### src/hw/rtl/bds_pkg.sv
`timescale 1ns / 1ps
// ----------------------------------------------------------------------------
// bds_pkg
// Shared types, constants and helpers of the power-of-two box downscaler.
// ----------------------------------------------------------------------------
package bds_pkg;

  // Default build limits
  localparam int BDS_MAX_WIDTH = 4096;
  localparam int BDS_MAX_POWER = 4;

  // Fixed field widths
  localparam int PIX_W        = 8;
  localparam int WIDTH_REG_W  = 13;
  localparam int HEIGHT_REG_W = 13;
  localparam int POWER_REG_W  = 3;
  localparam int HEIGHT_MAX   = 4096;
  localparam int ROW_W        = 12;

  // Block-result queue between front and back
  localparam int Q_DEPTH = 4;
  localparam int Q_PTR_W = $clog2(Q_DEPTH);
  localparam int Q_CNT_W = $clog2(Q_DEPTH + 1);

  // Configuration port
  localparam int CFG_ADDR_W = 4;
  localparam int CFG_DATA_W = 32;
  localparam int REG_IDX_W  = 2;

  localparam logic [REG_IDX_W-1:0] REG_IMAGE_WIDTH  = 2'd0;
  localparam logic [REG_IDX_W-1:0] REG_IMAGE_HEIGHT = 2'd1;
  localparam logic [REG_IDX_W-1:0] REG_SCALE_POWER  = 2'd2;

  localparam logic [WIDTH_REG_W-1:0]  RST_IMAGE_WIDTH  = 13'd640;
  localparam logic [HEIGHT_REG_W-1:0] RST_IMAGE_HEIGHT = 13'd480;
  localparam logic [POWER_REG_W-1:0]  RST_SCALE_POWER  = 3'd3;

  typedef struct packed {
    logic [WIDTH_REG_W-1:0]  image_width;
    logic [HEIGHT_REG_W-1:0] image_height;
    logic [POWER_REG_W-1:0]  scale_power;
  } cfg_t;

  // Flags that travel with each block sum through the queue
  typedef struct packed {
    logic frame_end;
    logic full;
  } job_flags_t;

  typedef struct packed {
    logic [Q_CNT_W-1:0] count;
    logic               empty;
  } q_status_t;

  typedef enum logic [1:0] {
    BK_IDLE,
    BK_DIVIDE,
    BK_DONE
  } back_state_t;

  // Block sum width: 2^(2p) pixels of 8 bits
  function automatic int sum_width(input int max_power);
    return PIX_W + 2 * max_power;
  endfunction

  // Pixel count width: up to 2^p by 2^p
  function automatic int cnt_width(input int max_power);
    return 2 * max_power + 2;
  endfunction

  function automatic int job_width(input int max_power);
    return 3 * sum_width(max_power) + cnt_width(max_power) + $bits(job_flags_t);
  endfunction

  // Limit the scale register to the build maximum
  function automatic logic [POWER_REG_W-1:0] clamp_power(
    input logic [POWER_REG_W-1:0] power,
    input int                     max_power
  );
    logic [POWER_REG_W-1:0] lim;
    lim = POWER_REG_W'(max_power);
    return (power > lim) ? lim : power;
  endfunction

endpackage

### src/hw/rtl/bds_queue.sv
`timescale 1ns / 1ps
// ----------------------------------------------------------------------------
// bds_queue
// Short first-in first-out queue of finished block sums.
// ----------------------------------------------------------------------------
module bds_queue #(
  parameter int DATA_W = 1
) (
  input  logic               clk,
  input  logic               rst,
  input  logic               push,
  input  logic [DATA_W-1:0]  din,
  input  logic               pop,
  output logic [DATA_W-1:0]  dout,
  output bds_pkg::q_status_t status
);
  import bds_pkg::*;

  logic [DATA_W-1:0]  slots [Q_DEPTH];
  logic [Q_PTR_W-1:0] wr_ptr, rd_ptr;
  logic [Q_CNT_W-1:0] count;

  // Advance pointers and fill level
  always_ff @(posedge clk) begin
    if (rst) begin
      wr_ptr <= '0;
      rd_ptr <= '0;
      count  <= '0;
    end else begin
      if (push) begin
        wr_ptr <= wr_ptr + Q_PTR_W'(1);
      end
      if (pop) begin
        rd_ptr <= rd_ptr + Q_PTR_W'(1);
      end
      case ({push, pop})
        2'b10:   count <= count + Q_CNT_W'(1);
        2'b01:   count <= count - Q_CNT_W'(1);
        default: count <= count;
      endcase
    end
  end

  always_ff @(posedge clk) begin
    if (push) begin
      slots[wr_ptr] <= din;
    end
  end

  assign dout         = slots[rd_ptr];
  assign status.count = count;
  assign status.empty = (count == '0);

endmodule

### config.mk
export PLATFORM = sky130hd
export DESIGN_NAME = bds_queue
export DESIGN_NICKNAME = d
export VERILOG_FILES = /design/src/hw/rtl/bds_pkg.sv /design/src/hw/rtl/bds_queue.sv
export SDC_FILE = /design/constraint.sdc
export NUM_CORES = 1
export LEC_CHECK = 0
export CAP_MARGIN = 10
export CORE_MARGIN = 2
export CORE_UTILIZATION = 25
export DETAILED_ROUTE_END_ITERATION = 16
export DONT_BUFFER_PORTS = 1
export RECOVER_POWER = 100
export SLEW_MARGIN = 40
export SYNTH_ARGS = -nofsm -noshare
export SYNTH_HDL_FRONTEND = slang
export SYNTH_SLANG_ARGS = --single-unit
### constraint.sdc
create_clock -name clk -period 1.4 [get_ports clk]
set_clock_uncertainty 0.05 [all_clocks]
set_input_delay 0.14 -clock clk [delete_from_list [all_inputs] [get_ports clk]]
set_output_delay 0.14 -clock clk [all_outputs]
set_load 0.01 [all_outputs]
==> results by group <==
Pwr
  – Worst vdd ir: 0.549 mV
  – Power density over the cells: 1140 mW/mm²
  – Leakage Power: 0.299 nW

Status
  – Failing checks: negative setup slack
  – Status: complete, but fails checks

Placement
  – DP Worst Slack: -0.0928 ns
  – Final RePlAce weighted congestion: 0.739
  – Port Buffers: 0
  – DP Wirelength: 658 µm
  – Post-DP Area: 634 µm²

Yosys
  – Largest family of logic cells by synthesized area: adder cells
  – Ys Warns: 0
  – Synth top area share: 0.316
  – Syn_nets: 62
  – Cell count after synthesis: 51
  – Multiplexer area fraction after synthesis: 0.0570
  – Cell taking the most area after synthesis: dfxtp_1
  – Yosys reg bits: 13
  – Post-synth cell types: 17
  – Synth Area in Adders: 0.145
  – XOR/XNOR Fraction of Synth Area: 0.0768
  – Seq/Total Area, Yosys: 0.526
  – Mapped Area: 571 µm²
  – Compound-cell area share of the yosys netlist: 0.0263
  – Ranking of synthesized cells by area: dfxtp_1, edfxtp_1, ha_1
  – Synth Area in Simple Gates: 0.123
  – Syn Area/Cell: 11.2 µm²

Critical path
  – Worst setup path class: flop to flop
  – Crit path launch: count[1]$_SDFFE_PP0P_
  – Worst Setup Start Kind: flop
  – Cell family with most CP delay: adder cells
  – Worst path required time: 1.57 ns
  – Largest stage delay, worst path: 0.36 ns
  – CP max stage cell: fa_2
  – Reg2reg start: count[1]$_SDFFE_PP0P_
  – CP Max Fanout: 2
  – CP bufs+invs: 1
  – Crit path capture type: flop
  – CP Cell Sequence: inv_1, fa_2, xor2_1, or3_1, a21oi_2
  – Worst Path Arrival: 1.62 ns

Clock network
  – TritonCTS clock tree: done
  – Max H-tree Level: 1
  – Clock buffer count from CTS: 3
  – Clock-pin slew on the worst setup and hold paths: 0.08 ns
  – Clk sink count: 13
  – Post-CTS Repair Setup Buffers: 0
  – Clock Tree Buf Depth: 2
  – Worst-Skew Late Latency: 0.28 ns
  – Clock root buffer: clkbuf_4

Final layout
  – Final Net Count: 77
  – Final core occ: 0.342
  – P&R area growth vs syn: 31.4%
  – Fillers: 227
  – Layout cells sized above 1: 0.231
  – ANT cells: 0
  – Most frequent cells in the layout: nor2_1, dlygate4sd3_1, dfxtp_1
  – Final Cell Area: 749 µm²

Global routing
  – Via count of the first global-routing pass: 382
  – Pin count of the biggest net entering global routing: 9
  – Global-route wire length before repair: 1660 µm
  – Initial antenna violation count: 0
  – Total grt overflow: 0
  – GRT Total Usage: 0.0902

STA
  – Min Tclk post-route: 1.45 ns
  – # setup viols final: 1
  – RSZ-0062 raised after global routing: yes
  – Headroom to the max-slew limit: 0.765
  – Max Transition Viols Final: 0
  – Slew at the pin closest to its max-slew limit: 0.349 ns
  – Final WS setup: -0.0499 ns
  – Worst hold slack: 0.0692 ns
  – Highest Clock Rate: 0.690 GHz
  – Final Hold Fails: 0
  – Fin crit share: 1.04

Routing
  – Vias/cell: 4.02
  – Routed len/inst: 10.6 µm
  – DRT iter0 DRCs: 0
  – DRC errors left: 0
  – Number of nets with antenna violations after routing: 0
  – Vias: 374
  – Total wire length: 983 µm
  – Drt first pass iters: 1

Floorplan
  – Core ar.: 0.00219 mm²
  – Std-Cell Rows: 17
  – Die ar.: 0.00268 mm²
  – Top Ports: 10
  – DIE WIDTH: 51.8 µm
  – Starting density of the core: 0.260
  – Die H: 51.8 µm

Worst hold path
  – HP Start: push
  – Tightest Hold Check Type: input pin to flop

Run
  – Max-Cap Viols: 0
where the power goes:
group / switching, mW / leakage [nW] / internal, mW
Combinational: 0.0840 / 0.172 / 0.0921
Sequential: 0.0219 / 0.112 / 0.425
Clock: 0.119 / 0.0150 / 0.110
Total: 0.225 / 0.299 / 0.627
area by class of cell:
| cell class | instances | area [µm²] | share of cell area |
|---|---|---|---|
| flip-flops and latches | 13 | 305 | 0.407 |
| multi-input cells | 31 | 260 | 0.347 |
| repair buffers | 11 | 100 | 0.134 |
| well taps | 28 | 35.0 | 0.0467 |
| clock buffers | 4 | 26.3 | 0.0351 |
| inverters | 6 | 22.5 | 0.0301 |
what timing repair did:
action / 4_1_cts / 5_1_grt
hold buffers: 6 / 2
endpoints found under the hold margin: 13 / 3
resized for setup: 0 / 4
pin swaps: 0 / 2
endpoints found under the setup margin: 1 / 4
worst register-to-register path, stage by stage (launching register included):
cell,delay (ns)
dfxtp_2,0.33
inv_1,0.05
fa_2,0.36
xor2_1,0.16
or3_1,0.33
a21oi_2,0.11
through the flow:
step	TNS [ns]	instances	total power, mW
floorplan	-0.0263	51	0.560
global placement	-0.0567	81	0.590
detailed placement	-0.0928	81	0.594
CTS	-0.0307	91	0.846
global route	-0.231	93	0.907
finish	-0.0499	93	0.853
layer usage:
metal	part of all wire	track usage	wire, µm
met5	0	0	0
met3	0.067	0.0546	66
met1	0.42	0.0903	412
met4	0.010	0.0395	10
met2	0.50	0.150	492
kinds of logic (layout without fill, tap and decap cells):
logic type               after synthesis  after routing
AO/OA/AOI/OAI                          3              3
flip-flops                            13             13
XOR/XNOR                               5              5
buffers and inverters                  7             21
multiplexers                           2              2
adder cells (fa/ha/maj)                6              6
AND/OR/NAND/NOR                       15             15
cell usage after synthesis:
cell	number
dfxtp_1	9
nor2_1	8
inv_1	6
ha_1	5
and2_1	4
edfxtp_1	4
xor2_1	3
a21oi_1	2
xnor2_1	2
clkbuf_1	1
fa_1	1
mux2i_1	1
mux4_2	1
nand2_1	1
nor3_1	1
o21ai_0	1
or3_1	1
path summary, 6_finish.rpt:
path / to / slack (ns) / cells after the start
max: count[2]$_SDFFE_PP0P_ / -0.05 / 5
min: slots[3]$_DFFE_PP_ / 0.07 / 1
max reg2reg: count[2]$_SDFFE_PP0P_ / -0.05 / 5
min reg2reg: wr_ptr[1]$_SDFFE_PP0P_ / 0.52 / 2
Power figures use the tool's default switching activity.
