`src/hw/rtl/bds_pkg.sv`:
```
`timescale 1ns / 1ps
// ----------------------------------------------------------------------------
// bds_pkg
// Shared types, constants and helpers of the power-of-two box downscaler.
// ----------------------------------------------------------------------------
package bds_pkg;

  // Default build limits
  localparam int BDS_MAX_WIDTH = 4096;
  localparam int BDS_MAX_POWER = 4;

  // Fixed field widths
  localparam int PIX_W        = 8;
  localparam int WIDTH_REG_W  = 13;
  localparam int HEIGHT_REG_W = 13;
  localparam int POWER_REG_W  = 3;
  localparam int HEIGHT_MAX   = 4096;
  localparam int ROW_W        = 12;

  // Block-result queue between front and back
  localparam int Q_DEPTH = 4;
  localparam int Q_PTR_W = $clog2(Q_DEPTH);
  localparam int Q_CNT_W = $clog2(Q_DEPTH + 1);

  // Configuration port
  localparam int CFG_ADDR_W = 4;
  localparam int CFG_DATA_W = 32;
  localparam int REG_IDX_W  = 2;

  localparam logic [REG_IDX_W-1:0] REG_IMAGE_WIDTH  = 2'd0;
  localparam logic [REG_IDX_W-1:0] REG_IMAGE_HEIGHT = 2'd1;
  localparam logic [REG_IDX_W-1:0] REG_SCALE_POWER  = 2'd2;

  localparam logic [WIDTH_REG_W-1:0]  RST_IMAGE_WIDTH  = 13'd640;
  localparam logic [HEIGHT_REG_W-1:0] RST_IMAGE_HEIGHT = 13'd480;
  localparam logic [POWER_REG_W-1:0]  RST_SCALE_POWER  = 3'd3;

  typedef struct packed {
    logic [WIDTH_REG_W-1:0]  image_width;
    logic [HEIGHT_REG_W-1:0] image_height;
    logic [POWER_REG_W-1:0]  scale_power;
  } cfg_t;

  // Flags that travel with each block sum through the queue
  typedef struct packed {
    logic frame_end;
    logic full;
  } job_flags_t;

  typedef struct packed {
    logic [Q_CNT_W-1:0] count;
    logic               empty;
  } q_status_t;

  typedef enum logic [1:0] {
    BK_IDLE,
    BK_DIVIDE,
    BK_DONE
  } back_state_t;

  // Block sum width: 2^(2p) pixels of 8 bits
  function automatic int sum_width(input int max_power);
    return PIX_W + 2 * max_power;
  endfunction

  // Pixel count width: up to 2^p by 2^p
  function automatic int cnt_width(input int max_power);
    return 2 * max_power + 2;
  endfunction

  function automatic int job_width(input int max_power);
    return 3 * sum_width(max_power) + cnt_width(max_power) + $bits(job_flags_t);
  endfunction

  // Limit the scale register to the build maximum
  function automatic logic [POWER_REG_W-1:0] clamp_power(
    input logic [POWER_REG_W-1:0] power,
    input int                     max_power
  );
    logic [POWER_REG_W-1:0] lim;
    lim = POWER_REG_W'(max_power);
    return (power > lim) ? lim : power;
  endfunction

endpackage

```
`src/hw/rtl/bds_back.sv`:
```
`timescale 1ns / 1ps
// ----------------------------------------------------------------------------
// bds_back
// Turns block sums into averages: a shift for whole blocks, an iterative
// divider for blocks cut off at the image edge, then the output register.
// ----------------------------------------------------------------------------
module bds_back #(
  parameter int  MAX_POWER = 4,
  localparam int JOB_W     = bds_pkg::job_width(MAX_POWER)
) (
  input  logic                      clk,
  input  logic                      rst,
  input  bds_pkg::cfg_t             cfg,
  input  bds_pkg::q_status_t        q_status,
  input  logic [JOB_W-1:0]          job,
  output logic                      pop,
  output logic                      out_valid,
  input  logic                      out_stall,
  output logic [bds_pkg::PIX_W-1:0] out_luma,
  output logic [bds_pkg::PIX_W-1:0] out_chroma_blue,
  output logic [bds_pkg::PIX_W-1:0] out_chroma_red,
  output logic                      frame_end
);
  import bds_pkg::*;

  localparam int SUM_W  = sum_width(MAX_POWER);
  localparam int CNT_W  = cnt_width(MAX_POWER);
  localparam int DEN_W  = CNT_W + PIX_W - 1;
  localparam int STEP_W = $clog2(PIX_W);
  localparam int FLG_W  = $bits(job_flags_t);

  back_state_t state, state_next;

  logic [SUM_W-1:0]       job_sum [3];
  logic [CNT_W-1:0]       job_cnt;
  job_flags_t             job_flags;
  logic [POWER_REG_W-1:0] k;
  logic                   out_free, load_fast, load_div, load_slow;

  // Divider registers
  logic [DEN_W-1:0]  rem [3];
  logic [PIX_W-1:0]  quo [3];
  logic [DEN_W-1:0]  den;
  logic [STEP_W-1:0] step;
  logic              div_fend;

  // Unpack the head of the queue
  always_comb begin
    for (int c = 0; c < 3; c++) begin
      job_sum[c] = job[c*SUM_W +: SUM_W];
    end
    job_cnt   = job[3*SUM_W +: CNT_W];
    job_flags = job_flags_t'(job[JOB_W-1 -: FLG_W]);
    k         = clamp_power(cfg.scale_power, MAX_POWER);
    out_free  = !out_valid || !out_stall;
  end

  // Next state
  always_comb begin
    state_next = state;
    unique case (state)
      BK_IDLE: begin
        if (!q_status.empty && !job_flags.full) begin
          state_next = BK_DIVIDE;
        end
      end
      BK_DIVIDE: begin
        if (step == STEP_W'(PIX_W - 1)) begin
          state_next = BK_DONE;
        end
      end
      BK_DONE: begin
        if (out_free) begin
          state_next = BK_IDLE;
        end
      end
      default: state_next = BK_IDLE;
    endcase
  end

  // State outputs
  always_comb begin
    pop       = 1'b0;
    load_fast = 1'b0;
    load_div  = 1'b0;
    load_slow = 1'b0;
    unique case (state)
      BK_IDLE: begin
        if (!q_status.empty) begin
          if (job_flags.full) begin
            pop       = out_free;
            load_fast = out_free;
          end else begin
            pop      = 1'b1;
            load_div = 1'b1;
          end
        end
      end
      BK_DIVIDE: begin
        load_slow = 1'b0;
      end
      BK_DONE: begin
        load_slow = out_free;
      end
      default: begin
        pop = 1'b0;
      end
    endcase
  end

  always_ff @(posedge clk) begin
    if (rst) begin
      state <= BK_IDLE;
      step  <= '0;
    end else begin
      state <= state_next;
      if (load_div) begin
        step <= '0;
      end else if (state == BK_DIVIDE) begin
        step <= step + STEP_W'(1);
      end
    end
  end

  // Restoring division, one quotient bit per cycle on all three channels
  always_ff @(posedge clk) begin
    if (load_div) begin
      for (int c = 0; c < 3; c++) begin
        rem[c] <= DEN_W'(job_sum[c]);
        quo[c] <= '0;
      end
      den      <= DEN_W'(job_cnt) << (PIX_W - 1);
      div_fend <= job_flags.frame_end;
    end else if (state == BK_DIVIDE) begin
      for (int c = 0; c < 3; c++) begin
        if (rem[c] >= den) begin
          rem[c] <= rem[c] - den;
          quo[c] <= {quo[c][PIX_W-2:0], 1'b1};
        end else begin
          quo[c] <= {quo[c][PIX_W-2:0], 1'b0};
        end
      end
      den <= den >> 1;
    end
  end

  // Output register
  always_ff @(posedge clk) begin
    if (rst) begin
      out_valid <= 1'b0;
    end else if (load_fast || load_slow) begin
      out_valid <= 1'b1;
    end else if (!out_stall) begin
      out_valid <= 1'b0;
    end
  end

  always_ff @(posedge clk) begin
    if (load_fast) begin
      out_luma        <= PIX_W'(job_sum[0] >> {k, 1'b0});
      out_chroma_blue <= PIX_W'(job_sum[1] >> {k, 1'b0});
      out_chroma_red  <= PIX_W'(job_sum[2] >> {k, 1'b0});
      frame_end       <= job_flags.frame_end;
    end else if (load_slow) begin
      out_luma        <= quo[0];
      out_chroma_blue <= quo[1];
      out_chroma_red  <= quo[2];
      frame_end       <= div_fend;
    end
  end

endmodule

```
`config.mk`:
```
export PLATFORM = sky130hd
export DESIGN_NAME = bds_back
export DESIGN_NICKNAME = d
export VERILOG_FILES = /design/src/hw/rtl/bds_pkg.sv /design/src/hw/rtl/bds_back.sv
export SDC_FILE = /design/constraint.sdc
export NUM_CORES = 1
export LEC_CHECK = 0
export BUFFER_PORTS_ARGS = -buffer_cell sky130_fd_sc_hd__buf_4
export CAP_MARGIN = 10
export CORE_MARGIN = 4
export CORE_UTILIZATION = 30
export CTS_CLUSTER_DIAMETER = 200
export DETAILED_ROUTE_END_ITERATION = 12
export PLACE_DENSITY_LB_ADDON = 0.15
export SLEW_MARGIN = 20
export SYNTH_ARGS = -nofsm -noshare
export SYNTH_HDL_FRONTEND = slang
export SYNTH_SLANG_ARGS = --single-unit
```
`constraint.sdc`:
```
create_clock -name clk -period 2.9 [get_ports clk]
set_input_delay 0 -clock clk [delete_from_list [all_inputs] [get_ports clk]]
set_output_delay 0 -clock clk [all_outputs]
set_load 0.02 [all_outputs]
```
==> summary.txt <==
Hold path
  – Hold Crit Start: job[58]
  – WHS Path Cells: 3
  – Hold path endpoint: frame_end
  – HP Class: input pin to register

Clocking
  – Clk Tree Root Cell: clkbuf_16
  – Clock Sink Count: around 120
  – Clock slew at reported path FFs: 70 ps
  – Clk Latency, worst-skew pair: roughly 430 ps
  – Clock buffer count from CTS: 17
  – CTS Buffer Depth: 2
  – H-Tree Depth: 4
  – CTS tree: yes

Synth
  – Syn avg cell area: ~11 um2
  – Asr flop ratio synth: 0%
  – Seq/Total Area, Yosys: roughly 42%
  – Synth Instances: ~800
  – Ys Warns: 0
  – #FFs+latches synth: ~120
  – Post-synth EDFFs: between 100 and 150
  – Synth Flop Type: edfxtp_1
  – Post-Syn Area: about 8500 um2
  – Syn Nets: approximately 950
  – Distinct cells, synth: 59

Pwr
  – Clock Power Share: between 30% and 40%
  – Overall power: about 6.6 mW
  – P_sw: 2.12 mW
  – Worst VDD drop: slightly below 0.4 mV
  – Seq pwr share: roughly 33%
  – Comb power frac: between 30% and 40%
  – Internal: approximately 4.5 mW
  – Switching Fraction: between 30% and 40%
  – LEAKAGE: about 5 nW
  – Pwr dens: 556 nW/um2

Timing
  – Fin crit share: 103%
  – Endpoints failing setup: 47
  – FMAX: between 300 and 400 MHz
  – Worst-Margin Slew: 505 ps
  – Hold slack: 23.3 ps
  – Unrepaired setup endpoints after global routing: yes
  – Hold Fails Final Rpt: 0
  – Total negative slack: -2290 ps
  – Max_slew headroom: 66.3%
  – Slew Limit Fails: 0
  – Layout Skew: about 13 ps
  – Minimum clock period: just under 3000 ps
  – Slack of the critical path: -73.1 ps

GRT
  – First-pass GRT wire length: a little over 40000 um
  – GRT Util Overall: between 10% and 20%
  – Largest net degree at the start of global routing: about 50
  – Overflow after GRT: 0
  – Vias in the first global route: 7062
  – Initial antenna violation count: 0

Route
  – Vias after detailed routing: 7019
  – TritonRoute pass-1 iters: 5
  – Final wirelength: 26200 um
  – Initial drt markers: between 400 and 500
  – Via/cell ratio: roughly 4.8
  – Avg WL per Cell: ~18 um
  – Drc violations: 0
  – Antenna Nets Post-Route: 0

Placed design
  – Inst Count DP: between 1000 and 1500
  – Post-DP Area: between 10000 and 15000 um2
  – Final HPWL DP: between 15000 and 20000 um
  – Post-place setup slack: -152 ps
  – Port Buffers: 93
  – Gpl congestion: 0.824

Final layout
  – Commonest non-fill, non-tap cell in the layout: buf_4
  – Area of the multi-input gates: 4770 um2
  – Sequential cell area: ~3600 um2
  – Antenna cell count: 0
  – Fill count: about 2700
  – Most frequent cells in the layout: buf_4, edfxtp_1, dlygate4sd3_1
  – Layout area overhead: 40.5%
  – Proportion of layout cells with a drive suffix above 1: between 30% and 40%
  – Finished Core Util: between 40% and 50%
  – Final Non-Filler Cells: between 1000 and 1500
  – Finished Cell Area: 11900 um2
  – Nets@finish: approximately 1200

Setup path
  – Crit path max fanout: 18
  – R2r startpoint: rem[0][35]
  – Critical Path Sink Type: register
  – R2R Path End: rem[0][2]
  – Worst Setup Start Kind: register
  – Crit Path Class: register to register
  – Worst Path Required: 3080 ps
  – Slowest stage cell, crit path: o31a_4
  – Reg2reg setup slack: -70 ps
  – Max incr delay on CP: between 400 and 500 ps
  – CP Data Arrival Time: 3150 ps
  – R2R depth: 10
  – Worst path cell trace: ha_4 -> nor2b_4 -> o211ai_1 -> nand3_2 -> a21oi_2 -> a21oi_1 -> nand3b_1 -> o31a_4 -> buf_12 -> mux2_4

Floorplanning
  – Die H: 176 um
  – Initial Util: a little under a third
  – I/O pin count: around 120
  – Placement Rows: 61
  – Total die area: approximately 31000 um2
  – Core area: between 20000 and 30000 um2
  – Die Span X: around 180 um

Run status
  – Status: finished with violations
  – Failing checks: setup timing

Run
  – Max_cap viols: 0
[synth_stat cells, drive strengths merged, types with 5 or more instances]
library cell	instances	area, um2
nand2b	10	65.1
nor2	41	154
a21o	10	75.1
buf	15	96.3
nand2	61	229
nor3	14	70.1
o21ai	66	334
mux2	43	634
a211oi	28	215
xor2	10	87.6
nand3	18	90.1
ha	53	663
inv	38	143
dfxtp	14	280
o21a	5	37.5
a221oi	5	43.8
nand4	7	43.8
edfxtp	110	3300
and2	28	175
xnor2	27	236
clkbuf	19	71.3
mux2i	57	571
nor2b	22	145
a21oi	52	260
[power by group through the flow]
stage | logic [mW] | registers (mW) | clock network [mW]
2_1_floorplan | 1.27 | 2.25 | 0
4_1_cts | 2.27 | 2.20 | 2.14
6_report | 2.29 | 2.21 | 2.11
3_3_place_gp | 2.10 | 2.23 | 0
3_5_place_dp | 2.10 | 2.23 | 0
5_1_grt | 2.52 | 2.22 | 2.23
[layout make-up]
cell class	count	area share, %
Clock buffer	18	3.79
Timing Repair Buffer	277	19.7
Inverter	38	1.22
Sequential cell	124	30.2
Tap cell	378	3.98
Clock inverter	14	1.01
Multi-Input combinational cell	605	40.1
[kinds of logic (layout without fill, tap and decap cells)]
logic type / after synthesis / after routing / share of synthesized area (%)
xor+xnor: 37 / 37 / 3.83
simple gates: 217 / 217 / 12.8
fa+ha+maj: 56 / 56 / 8.55
buf+inv: 72 / 347 / 3.67
mux: 100 / 100 / 14.2
flops: 124 / 124 / 42.4
compound gates: 195 / 195 / 14.5
[layer usage]
layer  routed length [um]  vias up  GRT usage (%)
li1                     -     3503              -
met1                12500     3361           23.0
met2                12500      130           28.8
met3                  820       25           2.73
met4                  338        0           3.96
met5                    0        -              0
[sequential cells by signal, summed over array words and instances (netlist names)]
register and flops:
rem 51, quo 24, den 17, out_chroma_blue 8, out_chroma_red 8, out_luma 8, step 3, state 2
div_fend 1, frame_end 1, out_valid 1
[worst max path at each step]
stage | from | endpoint | slack [ps] | cells past startpoint
after floorplan | den[1] | rem[0][10] | 6 | 12
after global placement | den[8] | rem[0][2] | -170 | 10
after detailed placement | den[1] | rem[0][47] | -150 | 12
after CTS | rem[0][35] | rem[0][27] | -40 | 10
after global routing | rem[0][35] | rem[0][2] | -160 | 10
final | rem[0][35] | rem[0][2] | -70 | 10
[critical path: cells and delay by family (launching register included)]
kind | cells | cell delay [ps]
and+or+nand+nor | 3 | 520
adders and majority gates | 1 | 270
buffers and inverters | 1 | 200
muxes | 1 | 300
AOI/OAI and AO/OA | 4 | 980
DFF | 1 | 440
[repair_timing]
action / CTS / global route
hold buffers: 61 / 0
resized for setup: 35 / 19
setup endpoints to repair: 43 / 45
cloned: 2 / 0
hold endpoints to repair: 67 / 0
pin swaps: 7 / 8
buffers inserted: 9 / 7
(Power assumes the default switching activity.)
